<file path="src/rtl/core/trd_pkg.sv">
`timescale 1ns / 1ps
// ----------------------------------------------------------------------------
// trd_pkg
// Shared types and constants for the touchpad report decoder.
// ----------------------------------------------------------------------------
package trd_pkg;

    localparam int SLOTS_DEFAULT     = 5;
    localparam int LONG_DEFAULT      = 32;
    localparam logic [15:0] MAX_Y_RESET = 16'd2047;

    localparam logic [7:0] ID_MULTI  = 8'h5d;
    localparam logic [7:0] ID_SINGLE = 8'h81;
    localparam logic [7:0] ID_FIRST  = 8'h82;
    localparam logic [7:0] ID_SECOND = 8'h83;

    localparam logic [5:0] SHORT_LAST_IDX = 6'd7;
    localparam logic [5:0] COUNT_MAX      = 6'd63;
    localparam logic [5:0] POS_START      = 6'd2;
    localparam logic [5:0] RECORD_BYTES   = 6'd5;

    // record byte slots kept per finger: d0, d1, d2, d4
    localparam logic [1:0] REC_D0 = 2'd0;
    localparam logic [1:0] REC_D1 = 2'd1;
    localparam logic [1:0] REC_D2 = 2'd2;
    localparam logic [1:0] REC_D4 = 2'd3;

    typedef enum logic [2:0] {
        KIND_NONE,
        KIND_SINGLE,
        KIND_FIRST,
        KIND_SECOND,
        KIND_MULTI
    } frame_kind_t;

    typedef enum logic [2:0] {
        ST_IDLE,
        ST_DECODE,
        ST_SLOT,
        ST_MEM_ADDR,
        ST_MEM_DATA,
        ST_EMIT
    } ctrl_state_t;

    typedef struct packed {
        logic       accept;
        logic       decode;
        logic       save;
        logic       slot_eval;
        logic       mem_capture;
        logic       pos_adv;
        logic       emit;
        logic       last_slot;
        logic [2:0] slot;
        logic [1:0] k;
    } cmd_t;

    typedef struct packed {
        frame_kind_t kind;
        logic        pair_ok;
        logic        slot_active;
        logic        out_free;
    } status_t;

endpackage

</file>
<file path="src/rtl/core/trd_ctrl.sv">
`timescale 1ns / 1ps
// ----------------------------------------------------------------------------
// trd_ctrl
// Sequencer: takes report bytes, then walks the finger slots of a frame.
// ----------------------------------------------------------------------------
module trd_ctrl #(
    parameter int FINGER_SLOTS = trd_pkg::SLOTS_DEFAULT
) (
    input  logic             clk,
    input  logic             rst_n,
    input  logic             in_valid,
    input  logic             last_byte,
    output logic             in_ready,
    input  trd_pkg::status_t status,
    output trd_pkg::cmd_t    cmd
);

    localparam logic [2:0] LAST_SLOT = 3'(FINGER_SLOTS - 1);

    trd_pkg::ctrl_state_t state_reg, state_next;
    logic [2:0] slot_reg, slot_next;
    logic [1:0] k_reg, k_next;

    always_ff @(posedge clk or negedge rst_n)
    begin
        if (!rst_n)
        begin
            state_reg <= trd_pkg::ST_IDLE;
            slot_reg  <= 3'd0;
            k_reg     <= 2'd0;
        end
        else
        begin
            state_reg <= state_next;
            slot_reg  <= slot_next;
            k_reg     <= k_next;
        end
    end

    // next state
    always_comb
    begin
        state_next = state_reg;
        slot_next  = slot_reg;
        k_next     = k_reg;
        unique case (state_reg)
            trd_pkg::ST_IDLE:
            begin
                if (in_valid && last_byte)
                    state_next = trd_pkg::ST_DECODE;
            end
            trd_pkg::ST_DECODE:
            begin
                slot_next = 3'd0;
                if (status.kind == trd_pkg::KIND_SINGLE ||
                    status.kind == trd_pkg::KIND_MULTI ||
                    (status.kind == trd_pkg::KIND_SECOND && status.pair_ok))
                    state_next = trd_pkg::ST_SLOT;
                else
                    state_next = trd_pkg::ST_IDLE;
            end
            trd_pkg::ST_SLOT:
            begin
                k_next = 2'd0;
                if (status.slot_active && status.kind == trd_pkg::KIND_MULTI)
                    state_next = trd_pkg::ST_MEM_ADDR;
                else
                    state_next = trd_pkg::ST_EMIT;
            end
            trd_pkg::ST_MEM_ADDR:
            begin
                state_next = trd_pkg::ST_MEM_DATA;
            end
            trd_pkg::ST_MEM_DATA:
            begin
                if (k_reg == trd_pkg::REC_D4)
                    state_next = trd_pkg::ST_EMIT;
                else
                begin
                    k_next     = k_reg + 2'd1;
                    state_next = trd_pkg::ST_MEM_ADDR;
                end
            end
            trd_pkg::ST_EMIT:
            begin
                if (status.out_free)
                begin
                    if (slot_reg == LAST_SLOT)
                        state_next = trd_pkg::ST_IDLE;
                    else
                    begin
                        slot_next  = slot_reg + 3'd1;
                        state_next = trd_pkg::ST_SLOT;
                    end
                end
            end
            default:
            begin
                state_next = trd_pkg::ST_IDLE;
            end
        endcase
    end

    // outputs
    always_comb
    begin
        cmd           = '0;
        cmd.slot      = slot_reg;
        cmd.k         = k_reg;
        cmd.last_slot = (slot_reg == LAST_SLOT);
        in_ready      = 1'b0;
        unique case (state_reg)
            trd_pkg::ST_IDLE:
            begin
                in_ready   = 1'b1;
                cmd.accept = in_valid;
            end
            trd_pkg::ST_DECODE:
            begin
                cmd.decode = 1'b1;
                cmd.save   = (status.kind == trd_pkg::KIND_FIRST);
            end
            trd_pkg::ST_SLOT:
            begin
                cmd.slot_eval = 1'b1;
            end
            trd_pkg::ST_MEM_ADDR:
            begin
                cmd.k = k_reg;
            end
            trd_pkg::ST_MEM_DATA:
            begin
                cmd.mem_capture = 1'b1;
                cmd.pos_adv     = (k_reg == trd_pkg::REC_D4);
            end
            trd_pkg::ST_EMIT:
            begin
                cmd.emit = status.out_free;
            end
            default:
            begin
                in_ready = 1'b0;
            end
        endcase
    end

endmodule

</file>
<file path="src/rtl/core/trd_datapath.sv">
`timescale 1ns / 1ps
// ----------------------------------------------------------------------------
// trd_datapath
// Report buffer, stored first-finger report, record fetch and result register.
// ----------------------------------------------------------------------------
module trd_datapath #(
    parameter int LONG_REPORT_BYTES = trd_pkg::LONG_DEFAULT
) (
    input  logic               clk,
    input  logic               rst_n,
    input  trd_pkg::cmd_t      cmd,
    output trd_pkg::status_t   status,
    input  logic [7:0]         report_byte,
    input  logic               last_byte,
    input  logic               cfg_valid,
    input  logic [15:0]        cfg_data,
    input  logic               out_ready,
    output logic               out_valid,
    output logic [2:0]         slot,
    output logic               active,
    output logic [11:0]        pos_x,
    output logic signed [16:0] pos_y,
    output logic [7:0]         pressure,
    output logic               button,
    output logic               last_slot
);

    localparam int AW = $clog2(LONG_REPORT_BYTES);
    localparam logic [5:0] LONG_LAST = 6'(LONG_REPORT_BYTES - 1);
    localparam logic [6:0] LONG_LEN  = 7'(LONG_REPORT_BYTES);
    localparam logic [5:0] LONG_CNT  = 6'(LONG_REPORT_BYTES);

    logic [7:0] mem [LONG_REPORT_BYTES];
    logic [7:0] rdata_reg;
    logic [AW-1:0] rd_addr;
    logic [5:0] rd_sum;

    logic [5:0] count_reg;
    logic [7:0] shadow_reg [8];
    logic [7:0] saved_reg [8];
    trd_pkg::frame_kind_t kind_reg, kind_next;
    logic [15:0] max_y_reg;
    logic [7:0] fbits_reg;
    logic [5:0] pos_reg;
    logic first_reg;
    logic rec_active_reg;
    logic [7:0] rec_reg [4];
    logic [2:0] bit_idx;
    logic room_ok;
    logic slot_active;

    logic out_valid_reg;
    logic [2:0] slot_reg;
    logic active_reg;
    logic [11:0] pos_x_reg;
    logic signed [16:0] pos_y_reg;
    logic [7:0] pressure_reg;
    logic button_reg;
    logic last_slot_reg;

    // byte offset within a record for each fetch step
    always_comb
    begin
        case (cmd.k)
            trd_pkg::REC_D4: rd_sum = pos_reg + 6'd4;
            default:         rd_sum = pos_reg + {4'd0, cmd.k};
        endcase
        rd_addr = rd_sum[AW-1:0];
    end

    always_ff @(posedge clk)
    begin
        if (cmd.accept && count_reg < LONG_CNT)
            mem[count_reg[AW-1:0]] <= report_byte;
        rdata_reg <= mem[rd_addr];
    end

    // first eight bytes of every report kept at fixed places
    always_ff @(posedge clk)
    begin
        if (cmd.accept && count_reg < 6'd8)
            shadow_reg[count_reg[2:0]] <= report_byte;
    end

    always_comb
    begin
        kind_next = trd_pkg::KIND_NONE;
        if (count_reg == trd_pkg::SHORT_LAST_IDX)
        begin
            if (shadow_reg[0] == trd_pkg::ID_SINGLE)
                kind_next = trd_pkg::KIND_SINGLE;
            else if (shadow_reg[0] == trd_pkg::ID_FIRST)
                kind_next = trd_pkg::KIND_FIRST;
            else if (shadow_reg[0] == trd_pkg::ID_SECOND)
                kind_next = trd_pkg::KIND_SECOND;
        end
        else if (count_reg == LONG_LAST && shadow_reg[0] == trd_pkg::ID_MULTI)
            kind_next = trd_pkg::KIND_MULTI;
    end

    always_ff @(posedge clk or negedge rst_n)
    begin
        if (!rst_n)
        begin
            count_reg <= 6'd0;
            kind_reg  <= trd_pkg::KIND_NONE;
            max_y_reg <= trd_pkg::MAX_Y_RESET;
            for (int i = 0; i < 8; i++)
                saved_reg[i] <= 8'd0;
        end
        else
        begin
            if (cfg_valid)
                max_y_reg <= cfg_data;
            if (cmd.accept)
            begin
                if (last_byte)
                begin
                    count_reg <= 6'd0;
                    kind_reg  <= kind_next;
                end
                else if (count_reg != trd_pkg::COUNT_MAX)
                    count_reg <= count_reg + 6'd1;
            end
            if (cmd.save)
            begin
                for (int i = 0; i < 8; i++)
                    saved_reg[i] <= shadow_reg[i];
            end
        end
    end

    // finger bit for the current slot, and room left for a multi-finger record
    assign bit_idx     = cmd.slot + 3'd3;
    assign room_ok     = ({1'b0, pos_reg} + {1'b0, trd_pkg::RECORD_BYTES}) <= LONG_LEN;
    assign slot_active = fbits_reg[bit_idx] &&
                         (kind_reg != trd_pkg::KIND_MULTI || room_ok);

    always_ff @(posedge clk)
    begin
        if (cmd.decode)
        begin
            pos_reg   <= trd_pkg::POS_START;
            first_reg <= 1'b0;
            if (kind_reg == trd_pkg::KIND_MULTI)
                fbits_reg <= shadow_reg[1];
            else if (kind_reg == trd_pkg::KIND_SECOND)
                fbits_reg <= saved_reg[2];
            else
                fbits_reg <= shadow_reg[2];
        end
        if (cmd.slot_eval)
        begin
            rec_active_reg <= slot_active;
            if (slot_active && kind_reg == trd_pkg::KIND_SINGLE)
            begin
                rec_reg[0] <= shadow_reg[3];
                rec_reg[1] <= shadow_reg[4];
                rec_reg[2] <= shadow_reg[5];
                rec_reg[3] <= shadow_reg[7];
            end
            else if (slot_active && kind_reg == trd_pkg::KIND_SECOND)
            begin
                first_reg <= 1'b1;
                if (first_reg)
                begin
                    rec_reg[0] <= shadow_reg[1];
                    rec_reg[1] <= shadow_reg[2];
                    rec_reg[2] <= shadow_reg[3];
                    rec_reg[3] <= shadow_reg[5];
                end
                else
                begin
                    rec_reg[0] <= saved_reg[3];
                    rec_reg[1] <= saved_reg[4];
                    rec_reg[2] <= saved_reg[5];
                    rec_reg[3] <= saved_reg[7];
                end
            end
        end
        if (cmd.mem_capture)
            rec_reg[cmd.k] <= rdata_reg;
        if (cmd.pos_adv)
            pos_reg <= pos_reg + trd_pkg::RECORD_BYTES;
    end

    // result register
    always_ff @(posedge clk or negedge rst_n)
    begin
        if (!rst_n)
            out_valid_reg <= 1'b0;
        else if (cmd.emit)
            out_valid_reg <= 1'b1;
        else if (out_ready)
            out_valid_reg <= 1'b0;
    end

    always_ff @(posedge clk)
    begin
        if (cmd.emit)
        begin
            slot_reg      <= cmd.slot;
            active_reg    <= rec_active_reg;
            button_reg    <= fbits_reg[0];
            last_slot_reg <= cmd.last_slot;
            if (rec_active_reg)
            begin
                pos_x_reg    <= {rec_reg[trd_pkg::REC_D0][7:4], rec_reg[trd_pkg::REC_D1]};
                pos_y_reg    <= $signed({1'b0, max_y_reg} -
                                {6'd0, rec_reg[trd_pkg::REC_D0][2:0],
                                 rec_reg[trd_pkg::REC_D2]});
                pressure_reg <= rec_reg[trd_pkg::REC_D4];
            end
            else
            begin
                pos_x_reg    <= 12'd0;
                pos_y_reg    <= 17'sd0;
                pressure_reg <= 8'd0;
            end
        end
    end

    assign status.kind        = kind_reg;
    assign status.pair_ok     = (saved_reg[0] == trd_pkg::ID_FIRST);
    assign status.slot_active = slot_active;
    assign status.out_free    = !out_valid_reg || out_ready;

    assign out_valid = out_valid_reg;
    assign slot      = slot_reg;
    assign active    = active_reg;
    assign pos_x     = pos_x_reg;
    assign pos_y     = pos_y_reg;
    assign pressure  = pressure_reg;
    assign button    = button_reg;
    assign last_slot = last_slot_reg;

endmodule

</file>
<file path="src/rtl/core/touchpad_report_decoder_unit.sv">
`timescale 1ns / 1ps
// ----------------------------------------------------------------------------
// touchpad_report_decoder_unit
// Buffers touchpad reports byte by byte and decodes them into slot results.
// ----------------------------------------------------------------------------
//  channel | direction | handshake            | payload
//  in      | input     | in_valid / in_ready  | report_byte, last_byte
//  out     | output    | out_valid / out_ready| slot, active, pos_x, pos_y,
//          |           |                      | pressure, button, last_slot
//  cfg     | input     | cfg_valid / cfg_ready| cfg_data (max_y)
//
// report bytes are taken while idle; the last byte leads to a decode state
// each slot passes a slot and an emit state; an active multi-finger slot
// also reads its four record bytes one at a time from the report buffer
// bytes are not taken while a frame of five slots is walked
// a waiting result stalls the slot walk; the last one does not block new bytes
// reset clears the byte count and the stored report, and sets max_y to 2047
module touchpad_report_decoder_unit #(
    parameter int FINGER_SLOTS      = trd_pkg::SLOTS_DEFAULT,
    parameter int LONG_REPORT_BYTES = trd_pkg::LONG_DEFAULT
) (
    input  logic               clk,
    input  logic               rst_n,
    input  logic               in_valid,
    output logic               in_ready,
    input  logic [7:0]         report_byte,
    input  logic               last_byte,
    output logic               out_valid,
    input  logic               out_ready,
    output logic [2:0]         slot,
    output logic               active,
    output logic [11:0]        pos_x,
    output logic signed [16:0] pos_y,
    output logic [7:0]         pressure,
    output logic               button,
    output logic               last_slot,
    input  logic               cfg_valid,
    output logic               cfg_ready,
    input  logic [15:0]        cfg_data
);

    trd_pkg::cmd_t    cmd;
    trd_pkg::status_t status;

    assign cfg_ready = 1'b1;

    trd_ctrl #(
        .FINGER_SLOTS (FINGER_SLOTS)
    ) u_ctrl (
        .clk       (clk),
        .rst_n     (rst_n),
        .in_valid  (in_valid),
        .last_byte (last_byte),
        .in_ready  (in_ready),
        .status    (status),
        .cmd       (cmd)
    );

    trd_datapath #(
        .LONG_REPORT_BYTES (LONG_REPORT_BYTES)
    ) u_datapath (
        .clk         (clk),
        .rst_n       (rst_n),
        .cmd         (cmd),
        .status      (status),
        .report_byte (report_byte),
        .last_byte   (last_byte),
        .cfg_valid   (cfg_valid),
        .cfg_data    (cfg_data),
        .out_ready   (out_ready),
        .out_valid   (out_valid),
        .slot        (slot),
        .active      (active),
        .pos_x       (pos_x),
        .pos_y       (pos_y),
        .pressure    (pressure),
        .button      (button),
        .last_slot   (last_slot)
    );

endmodule
</file>
<file path="config.mk">
export PLATFORM = sky130hd
export DESIGN_NAME = touchpad_report_decoder_unit
export DESIGN_NICKNAME = d
export VERILOG_FILES = /design/src/rtl/core/trd_pkg.sv /design/src/rtl/core/trd_ctrl.sv /design/src/rtl/core/trd_datapath.sv /design/src/rtl/core/touchpad_report_decoder_unit.sv
export SDC_FILE = /design/constraint.sdc
export NUM_CORES = 1
export LEC_CHECK = 0
export BUFFER_PORTS_ARGS = -buffer_cell sky130_fd_sc_hd__buf_2
export CAP_MARGIN = 20
export CORE_UTILIZATION = 42
export CTS_BUF_LIST = sky130_fd_sc_hd__clkbuf_2
export CTS_CLUSTER_DIAMETER = 150
export DETAILED_ROUTE_END_ITERATION = 12
export GPL_TIMING_DRIVEN = 0
export PLACE_DENSITY = 0.71
export SLEW_MARGIN = 20
export SYNTH_ARGS = -nofsm -noshare
export SYNTH_HDL_FRONTEND = slang
export SYNTH_SLANG_ARGS = --single-unit
</file>
<file path="constraint.sdc">
create_clock -name clk -period 3.3 [get_ports clk]
set_input_delay 0.66 -clock clk [delete_from_list [all_inputs] [get_ports clk]]
set_output_delay 0.66 -clock clk [all_outputs]
set_load 0.05 [all_outputs]
</file>
Word level (Yosys, flattened, before mapping)

Memory sizes are Yosys's and may differ from the RTL's. A register that Yosys moved wholly into a read port is not among the register bits.
Index checks and enable logic that the tools add are counted.

Word-level logic and storage cells: 167
Memories kept: 3
Bits in read-only memories: 0
Flip-flop bits (word level): 133
Output and inout bits: 46
Bits in latches: 0
Bits in writable memories: 352

Reduce and logical (&&, ||, !) cells: 28
$mul: 0
Equal/unequal tests: 24
Shift-type cells: 0
Magnitude comparators: 4
Mux-type cells: 68
Bitwise gates (word level): 8
Add/subtract/negate cells: 9
Divide/modulo/power cells: 0

Memories:

| memory                | depth | bits a word | read ports | clocked after memory_dff | write ports | line               | text |
|---|---|---|---|---|---|---|---|
| u_datapath.mem        | 32    | 8           | 1          | 1                        | 1           | trd_datapath.sv:33 | `logic [7:0] mem [LONG_REPORT_BYTES];` |
| u_datapath.shadow_reg | 8     | 8           | 7          | 0                        | 1           | trd_datapath.sv:39 | `logic [7:0] shadow_reg [8];` |
| u_datapath.rec_reg    | 4     | 8           | 4          | 2                        | 4           | trd_datapath.sv:47 | `logic [7:0] rec_reg [4];` |

Operator list:

| operator              | number |
|---|---|
| $mux W8               | 11 |
| $eq A8 B8 Y1 const B  | 4 |
| $mux W1               | 31 |
| $mux W3               | 10 |
| $mux W6               | 4 |
| $pmux W3 S6           | 1 |
| $sub A16 B11 Y17      | 1 |
| $mux W2               | 7 |
| $eq A3 B2 Y1 const B  | 4 |
| $eq A3 B3 Y1 const B  | 4 |
| $reduce_bool A2 Y1    | 5 |
| $logic_and A1 B1 Y1   | 9 |
| $eq A8 B7 Y1 const B  | 1 |
| $or A1 B1 Y1          | 8 |
| $reduce_and A2 Y1     | 4 |
| $reduce_or A8 Y1      | 1 |
| $add A6 B3 Y7 const B | 1 |
| $le A7 B6 Y1 const B  | 1 |
| $add A6 B1 Y6 const B | 1 |
| $add A6 B3 Y6 const B | 1 |
| $eq A3 B1 Y1 const B  | 2 |
| $eq A6 B3 Y1 const B  | 1 |
| $eq A6 B5 Y1 const B  | 1 |
| $lt A6 B4 Y1 const B  | 1 |
| 20 further kinds      | 27 |

Longest topological paths before layout

Gate-level depths: netlist (run 1).

Word-level depth: 12
Mapped depth: 10
Depth with buffers taken out: 10

Hierarchy

A second synthesis (run 1) with hierarchy kept.

Cells, all modules: 1443
Area total of the unflattened synthesis: 20923.8 um2

By module, submodules not included:

| module                       | area an instance (um2) | times used | cells each |
|---|---|---|---|
| trd_datapath                 | 20309.5                | 1          | 1372 |
| trd_ctrl                     | 603.1                  | 1          | 69 |
| touchpad_report_decoder_unit | 11.3                   | 1          | 2 |

Least setup slack after synthesis (run 1)

OpenSTA, ideal clock, no wires.

Path kind: register to register
Start: reg u_ctrl.state_reg[1]
End: mem u_datapath.shadow_reg[0][0] (enable)
Clock period less this slack: 3648 ps
Data arrival time: 3262 ps
Cell stages (with the launch flop): 7
Path slack: -348 ps
Buffers on the path: 1
Path through: dfrtp_1 -> clkbuf_1 -> nor3_1 -> and2_1 -> nor2b_1 -> and3_1 -> nor3b_1

Word-level cells in the longest chain between the ends: 5

RTL lines:

| element                       | line               | text |
|---|---|---|
| start, declared               | trd_ctrl.sv:20     | `trd_pkg::ctrl_state_t state_reg, state_next;` |
| start signal, assigned        | trd_ctrl.sv:28     | `state_reg <= trd_pkg::ST_IDLE;` |
| start signal, assigned        | trd_ctrl.sv:34     | `state_reg <= state_next;` |
| $logic_not A3 Y1              | trd_ctrl.sv:112    | `unique case (state_reg)` |
| $mux W1                       | trd_ctrl.sv:112    |  |
| $logic_and A1 B1 Y1           | trd_datapath.sv:81 | `if (cmd.accept && count_reg < 6'd8)` |
| $mux W1                       | trd_datapath.sv:81 |  |
| $mux W1 (implied by the code) | trd_datapath.sv:82 | `shadow_reg[count_reg[2:0]] <= report_byte;` |
| end, declared                 | trd_datapath.sv:39 |  |

No other way between the ends.

Worst setup path in the final report (run 1)

Start: reg u_datapath.pos_reg[0]
End: reg u_datapath.rdata_reg[1], read port of u_datapath.mem

Word-level cells in the longest chain between the ends: 2

RTL lines:

| element                                               | line                                   | text |
|---|---|---|
| start, declared                                       | trd_datapath.sv:44                     | `logic [5:0] pos_reg;` |
| start signal, assigned                                | trd_datapath.sv:143                    | `pos_reg <= trd_pkg::POS_START;` |
| start signal, assigned                                | trd_datapath.sv:184                    | `pos_reg <= pos_reg + trd_pkg::RECORD_BYTES;` |
| $add A5 B2 Y5 / $add A5 B3 Y5 (equally long branches) | trd_datapath.sv:66, trd_datapath.sv:65 |  |
| $mux W5 (*)                                           | trd_datapath.sv:64                     | `case (cmd.k)` |
| end, declared                                         | trd_datapath.sv:34                     | `logic [7:0] rdata_reg;` |

Every way passes the cells marked *; elsewhere a longest branch is shown, timed or not.
A chain may end at the register's enable or synchronous reset.

==> flow_summary.toml, run 1 <==
[layout]
stdcell_count = 2112
nets = 1462
nFillCells = 4044
final_core_util_pct = 48.0
syn_to_final_growth_pct = 12.9
largest_register_ffs = 256
drive_gt1_share_pct = 31.8

[timing]
grt_setup_unrepaired = "true"
min_period_ns = 3.26
report.final.slew_viol_count = 0
finalSetupViolations = 0
hold_viol = 0
period_share_pct = 98.8
final.setup.tns_ns = 0
tightest_slew_ns = 1.05
max_freq_mhz = 307
slew_headroom_pct = 29.2
finClkSkew_ns = 0.0807
hold_slack_ns = 0.153

[synth]
ys_ff_latch = 491
syn_area_sq_mm = 0.0203
synthArstFlopShare_pct = 16.5
yosysTopAreaCell = "edfxtp_1"
netlist_top_cells_area = "edfxtp_1 59%, mux4_2 9.1%, dfrtp_1 8.6%"
yosysUniqueCellTypes = 52
synth_top_area_share_pct = 59.3
avgSynthCellArea_sq_um = 17.2
syn-instance-count = 1182
synth-main-ff-cell = "edfxtp_1"
synth_edf_count = 401
synth_warnings = 0
synth_seq_area_share_pct = 70.2
syn_nets = 1238

[routing]
drtAntennaViolNets = 0
via_per_inst = 5.26
wl_um = 41300
top_layer = "met4"
m1WireLength_um = 17600
wl_per_cell_um = 19.6
drc = 0
drt-initial-drc-count = 605
dr.pass1.iters = 5
dr_wl_met2_um = 20600
vias = 11100
wl_met3_um = 2290

[die]
die_area_sq_mm = 0.0492
die_w_um = 222
core_sq_mm = 0.0477
ios = 76
die_y_um = 222
num_rows = 80
start_util_pct = 42.5

[clock_tree]
cts_root_buffer = "clkbuf_2"
htreeDepth = 3
cts_tree = "yes"
cts-buffers-inserted = 114
clkTransAtPathRegs_ns = 0.12
cts.sinks = 491
clockBufferDepth = 3
clk_latency_ns = 1.10

[power]
combPwrFrac_pct = 14.1
p_leak_nw = 8.33
vdd_drop_max_mv = 0.329
power_w = 0.0128
p_clk_share_pct = 29.5
p_int_w = 0.00933
powerDensity_mw_per_mm2 = 559
switching_share_pct = 27.3
seqPwrFrac_pct = 56.4
power.switching_w = 0.00350

[grt]
antenna_found_initial = 1
grt_pass1_wl_um = 64400
grt_max_degree = 49
globalRouteOverflowTotal = 0
grt_usage_pct = 17.1
first_global_vias = 11600

[worst_setup_path]
critPathTopFamily = "multiplexers"
crit_chain = "ha_1 > fa_1 > mux2i_4 > buf_12 > clkbuf_2 > mux4_2 > mux4_2 > mux2_2"
cp_slowest_cell = "mux4_2"
crit_fanout = 10
crit_arrival_ns = 4.18
cp-end-kind = "flop"
cpMostUsedCell = "mux4_2"
startpoint_type = "flop"
worst-path-buf-inv = 2
required_ns = 4.22
max_stage_delay_ns = 0.55
crit_type = "flop to flop"

[place]
routabilityCongestion = 0.845
dp_hpwl_um = 27600
port_buffers = 73
dp.cells = 1874

[run_status]
status = "completed"

[min_path]
hold_class = "primary input to flop"

[flow_run]
cap_violations = 0
[power groups by stage]
stage	sequential (W)	clock [W]	combinational, W
finish	0.00723	0.00379	0.00181
global route	0.00726	0.00420	0.00197
floorplan	0.00730	0	0.00124
global placement	0.00735	0	0.00170
detailed placement	0.00737	0	0.00176
CTS	0.00723	0.00391	0.00180
[routing by layer]
metal  global-route usage (%)  vias up
met5                        0        -
met3                     3.96       69
met4                     5.71        0
met1                     21.9     5565
li1                         -     5118
met2                     28.8      352
[path summary, 6_finish.rpt]
check / start / to / slack, ns / depth (start not counted)
min in group asynchronous: rst_n / u_datapath.max_y_reg[0] / 0.16 / 2
setup / recovery: u_datapath.pos_reg[0] / u_datapath.rdata_reg[1] / 0.04 / 8
max in group asynchronous: rst_n / u_datapath.max_y_reg[2] / 2.75 / 3
hold / removal: report_byte[6] / u_datapath.mem[16][6] / 0.15 / 1
setup reg to reg: u_datapath.pos_reg[0] / u_datapath.rdata_reg[1] / 0.04 / 8
hold reg to reg: u_datapath.fbits_reg[0] / u_datapath.button / 0.49 / 0
[through the flow]
step	instance area [sq um]	worst slack [ns]
finish	22900	0.0388
global route	22900	-0.0423
CTS	22900	0.0264
detailed placement	21500	-0.579
global placement	21400	-0.751
floorplan	20300	0.0809
[logic make-up after synthesis]
family	share of synthesized area (%)
buffers and inverters	1.68
AND/OR/NAND/NOR	5.87
other	0.0185
adder cells (fa/ha/maj)	1.68
flip-flops	70.2
XOR/XNOR	0.819
multiplexers	16.8
AO/OA/AOI/OAI	2.91
[cell type report]
type	count	area (sq um)	share of cell area, %
flip-flops and latches	491	14300	62.2
multi-input cells	615	5780	25.2
clock buffers	172	861	3.75
well taps	615	769	3.36
repair buffers	108	744	3.25
plain buffers	52	259	1.13
clock inverters	34	163	0.709
inverters	24	90.1	0.393
diodes	1	2.50	0.0109
[repair_timing]
action                                  4_1_cts  5_1_grt
buffers inserted                              2        5
hold buffers                                 24        0
endpoints found under the setup margin       16       76
pin swaps                                     0        0
endpoints found under the hold margin       103        0
resized for setup                            10        8
[layout by cell type, fill, tap and decap left out, types with 23 or more instances in the layout]
master / synthesis / layout
buf_2: 8 / 82
clkbuf_2: 0 / 179
ha_1: 24 / 24
mux2i_1: 75 / 75
nand2_1: 65 / 65
inv_1: 23 / 23
clkinv_1: 1 / 28
dlygate4sd3_1: 0 / 23
mux4_2: 82 / 82
nor2_1: 63 / 57
mux2_2: 71 / 71
edfxtp_1: 401 / 401
o21ai_0: 53 / 52
dfrtp_1: 70 / 68
clkbuf_1: 32 / 26
[worst register-to-register path: cells and delay by family (launching register included)]
| family | cells | cell delay, ns |
|---|---|---|
| adders and majority gates | 2 | 0.74 |
| muxes | 4 | 1.42 |
| buffers and inverters | 2 | 0.45 |
| DFF | 1 | 0.48 |
[cell usage after synthesis, drive strengths merged, types with 6 or more instances]
cell type and n:
edfxtp 401, mux4 82, mux2i 76, mux2 71
dfrtp 70, nand2 65, nor2 63, o21ai 53
clkbuf 32, ha 24, inv 23, and2 22
buf 20, a21oi 18, nor2b 12, dfstp 11
nor3 11, nand2b 10, o211ai 10, xor2 10
dfxtp 9, xnor2 9, nor3b 8, nor4 7
nand3 6, or3 6
Power figures use the tool's default switching activity.
==> inputs of run 2 (changes only) <==
- CORE_UTILIZATION: 42 -> 28
- PLACE_DENSITY: 0.71 -> 0.55
==> run 2 against run 1 <==
Sequential power hardly changed. Non-clock buffer count is 13 higher. Global-route usage is 4.5 points lower. Utilization is 15 points lower. Critical path type unchanged. Critical endpoint unchanged. Largest power group unchanged.
==> flow_summary.toml, run 2 (synthesized netlist as in run 1, its figures left out) <==
[timing]
hold_viol = 0
finalSetupViolations = 0
min_period_ns = 3.21
report.final.slew_viol_count = 0
period_share_pct = 97.4
hold_slack_ns = 0.210
finClkSkew_ns = 0.0733
max_freq_mhz = 311
tightest_slew_ns = 1.04
final.setup.tns_ns = 0
grt_setup_unrepaired = "true"
slew_headroom_pct = 30.1

[die]
ios = 76
die_area_sq_mm = 0.0736
die_w_um = 271
die_y_um = 271
core_sq_mm = 0.0716
start_util_pct = 28.4
num_rows = 98

[worst_setup_path]
critPathLaunch = "u_ctrl.k_reg[0]"
crit_type = "flop to flop"
required_ns = 4.37
reg2reg_depth = 8
crit_arrival_ns = 4.28
r2r_start = "u_ctrl.k_reg[0]"
critPathCapture = "u_datapath.rdata_reg[1]"
startpoint_type = "flop"
r2r_slack_ns = 0.09
timing.rr.end = "u_datapath.rdata_reg[1]"
crit_fanout = 10
cp-end-kind = "flop"

[layout]
drive_gt1_share_pct = 33.3
syn_to_final_growth_pct = 16.6
final_cell_mix = "401 x edfxtp_1, 197 x clkbuf_2, 82 x mux4_2, 82 x buf_2, 75 x mux2i_1"
final_common_cell = "edfxtp_1"
largest_register_ffs = 256
nets = 1492
nFillCells = 7089

[run_status]
status = "completed"

[grt]
first_global_vias = 11900
grt_usage_pct = 12.6
grt_pass1_wl_um = 70000
antenna_found_initial = 1
grt_max_degree = 70
globalRouteOverflowTotal = 0

[routing]
via_per_inst = 4.51
dr.pass1.iters = 5
drt-initial-drc-count = 705
vias = 11200
drtAntennaViolNets = 0
wl_per_cell_um = 18.3
drc = 0
wl_um = 45500

[clock_tree]
clk_latency_ns = 1.24
clkTransAtPathRegs_ns = 0.10
cts_root_buffer = "clkbuf_2"
cts.sinks = 491
clockBufferDepth = 3
cts_tree = "yes"
htreeDepth = 4
cts-buffers-inserted = 131

[power]
p_leak_nw = 8.51
vdd_drop_max_mv = 0.217
powerDensity_mw_per_mm2 = 564

[flow_run]
cap_violations = 0

[min_path]
hold_class = "primary input to flop"

[place]
routabilityCongestion = 0.822
dp_hpwl_um = 30200
port_buffers = 73
run 2: cell types whose count changed in the layout (fill, tap and decap cells not counted), sizes merged:
cell / before / now
buf: 104 / 102
bufinv: 1 / 2
clkbuf: 205 / 227
clkinv: 32 / 22
clkinvlp: 0 / 1
diode: 1 / 3
dlygate4sd3: 23 / 40
inv: 25 / 31
run 2: worst max-delay path, cell delays in order (launching register included):
cell and delay (ns):
dfrtp_2 0.50, ha_1 0.25, fa_1 0.48, mux2i_4 0.19
buf_12 0.15, clkbuf_4 0.24, mux4_2 0.38, mux4_2 0.54
mux2_2 0.32
run 2: how the worst min path moves through the flow:
stage                             from                        to  slack [ns]  cells past startpoint
4_1_cts                   cfg_data[11]  u_datapath.max_y_reg[11]        0.01                      3
5_1_grt                   cfg_data[11]  u_datapath.max_y_reg[11]        0.08                      3
6_report                  cfg_data[11]  u_datapath.max_y_reg[11]        0.21                      3
3_3_place_gp   u_datapath.fbits_reg[0]         u_datapath.button        0.46                      0
2_1_floorplan                    rst_n           u_ctrl.k_reg[0]        0.36                      0
3_5_place_dp   u_datapath.fbits_reg[0]         u_datapath.button        0.44                      0
run 2: per-layer routing:
layer  track usage, %  up-vias  part of all wire, %
met5                0        -                    0
met4             5.20        0                  2.1
met3             3.56       73                  5.2
met2             20.7      295                   49
met1             15.7     5658                   44
li1                 -     5170                    -
run 2: through the flow:
step	utilization (%)	cell area (sq um)	cells	setup WS, ns	total power, W
5_1_grt	33.1	23700	2482	-0.0995	0.0140
3_3_place_gp	30.5	21900	2205	-1.04	0.00913
3_5_place_dp	30.7	21900	2208	-0.681	0.00918
6_report	33.1	23700	2484	0.0870	0.0133
4_1_cts	33.0	23600	2481	0.000104	0.0135
2_1_floorplan	-	20300	1182	0.0809	0.00854
run 2: final cells by class:
class	count	area (sq um)	share of cell area [%]
clock inverters	32	181	0.766
well taps	950	1190	5.02
repair buffers	121	877	3.70
diodes	3	7.51	0.0317
clock buffers	196	981	4.14
multi-input cells	615	5800	24.5
inverters	24	90.1	0.381
plain buffers	52	280	1.18
flip-flops and latches	491	14300	60.3
run 2: power by group:
group | switching, W | internal [W] | leakage [nW] | total (W)
combinational | 0.00106 | 0.000830 | 2.82 | 0.00189
sequential | 0.000176 | 0.00706 | 4.78 | 0.00724
clock | 0.00249 | 0.00173 | 0.919 | 0.00422
total | 0.00372 | 0.00962 | 8.51 | 0.0133
run 2: timing repair:
action                     4_1_cts  5_1_grt
resized for setup               17       18
hold buffers                    40        0
hold endpoints to repair       415        0
buffers inserted                 5        0
pin swaps                        1        0
setup endpoints to repair       25      234
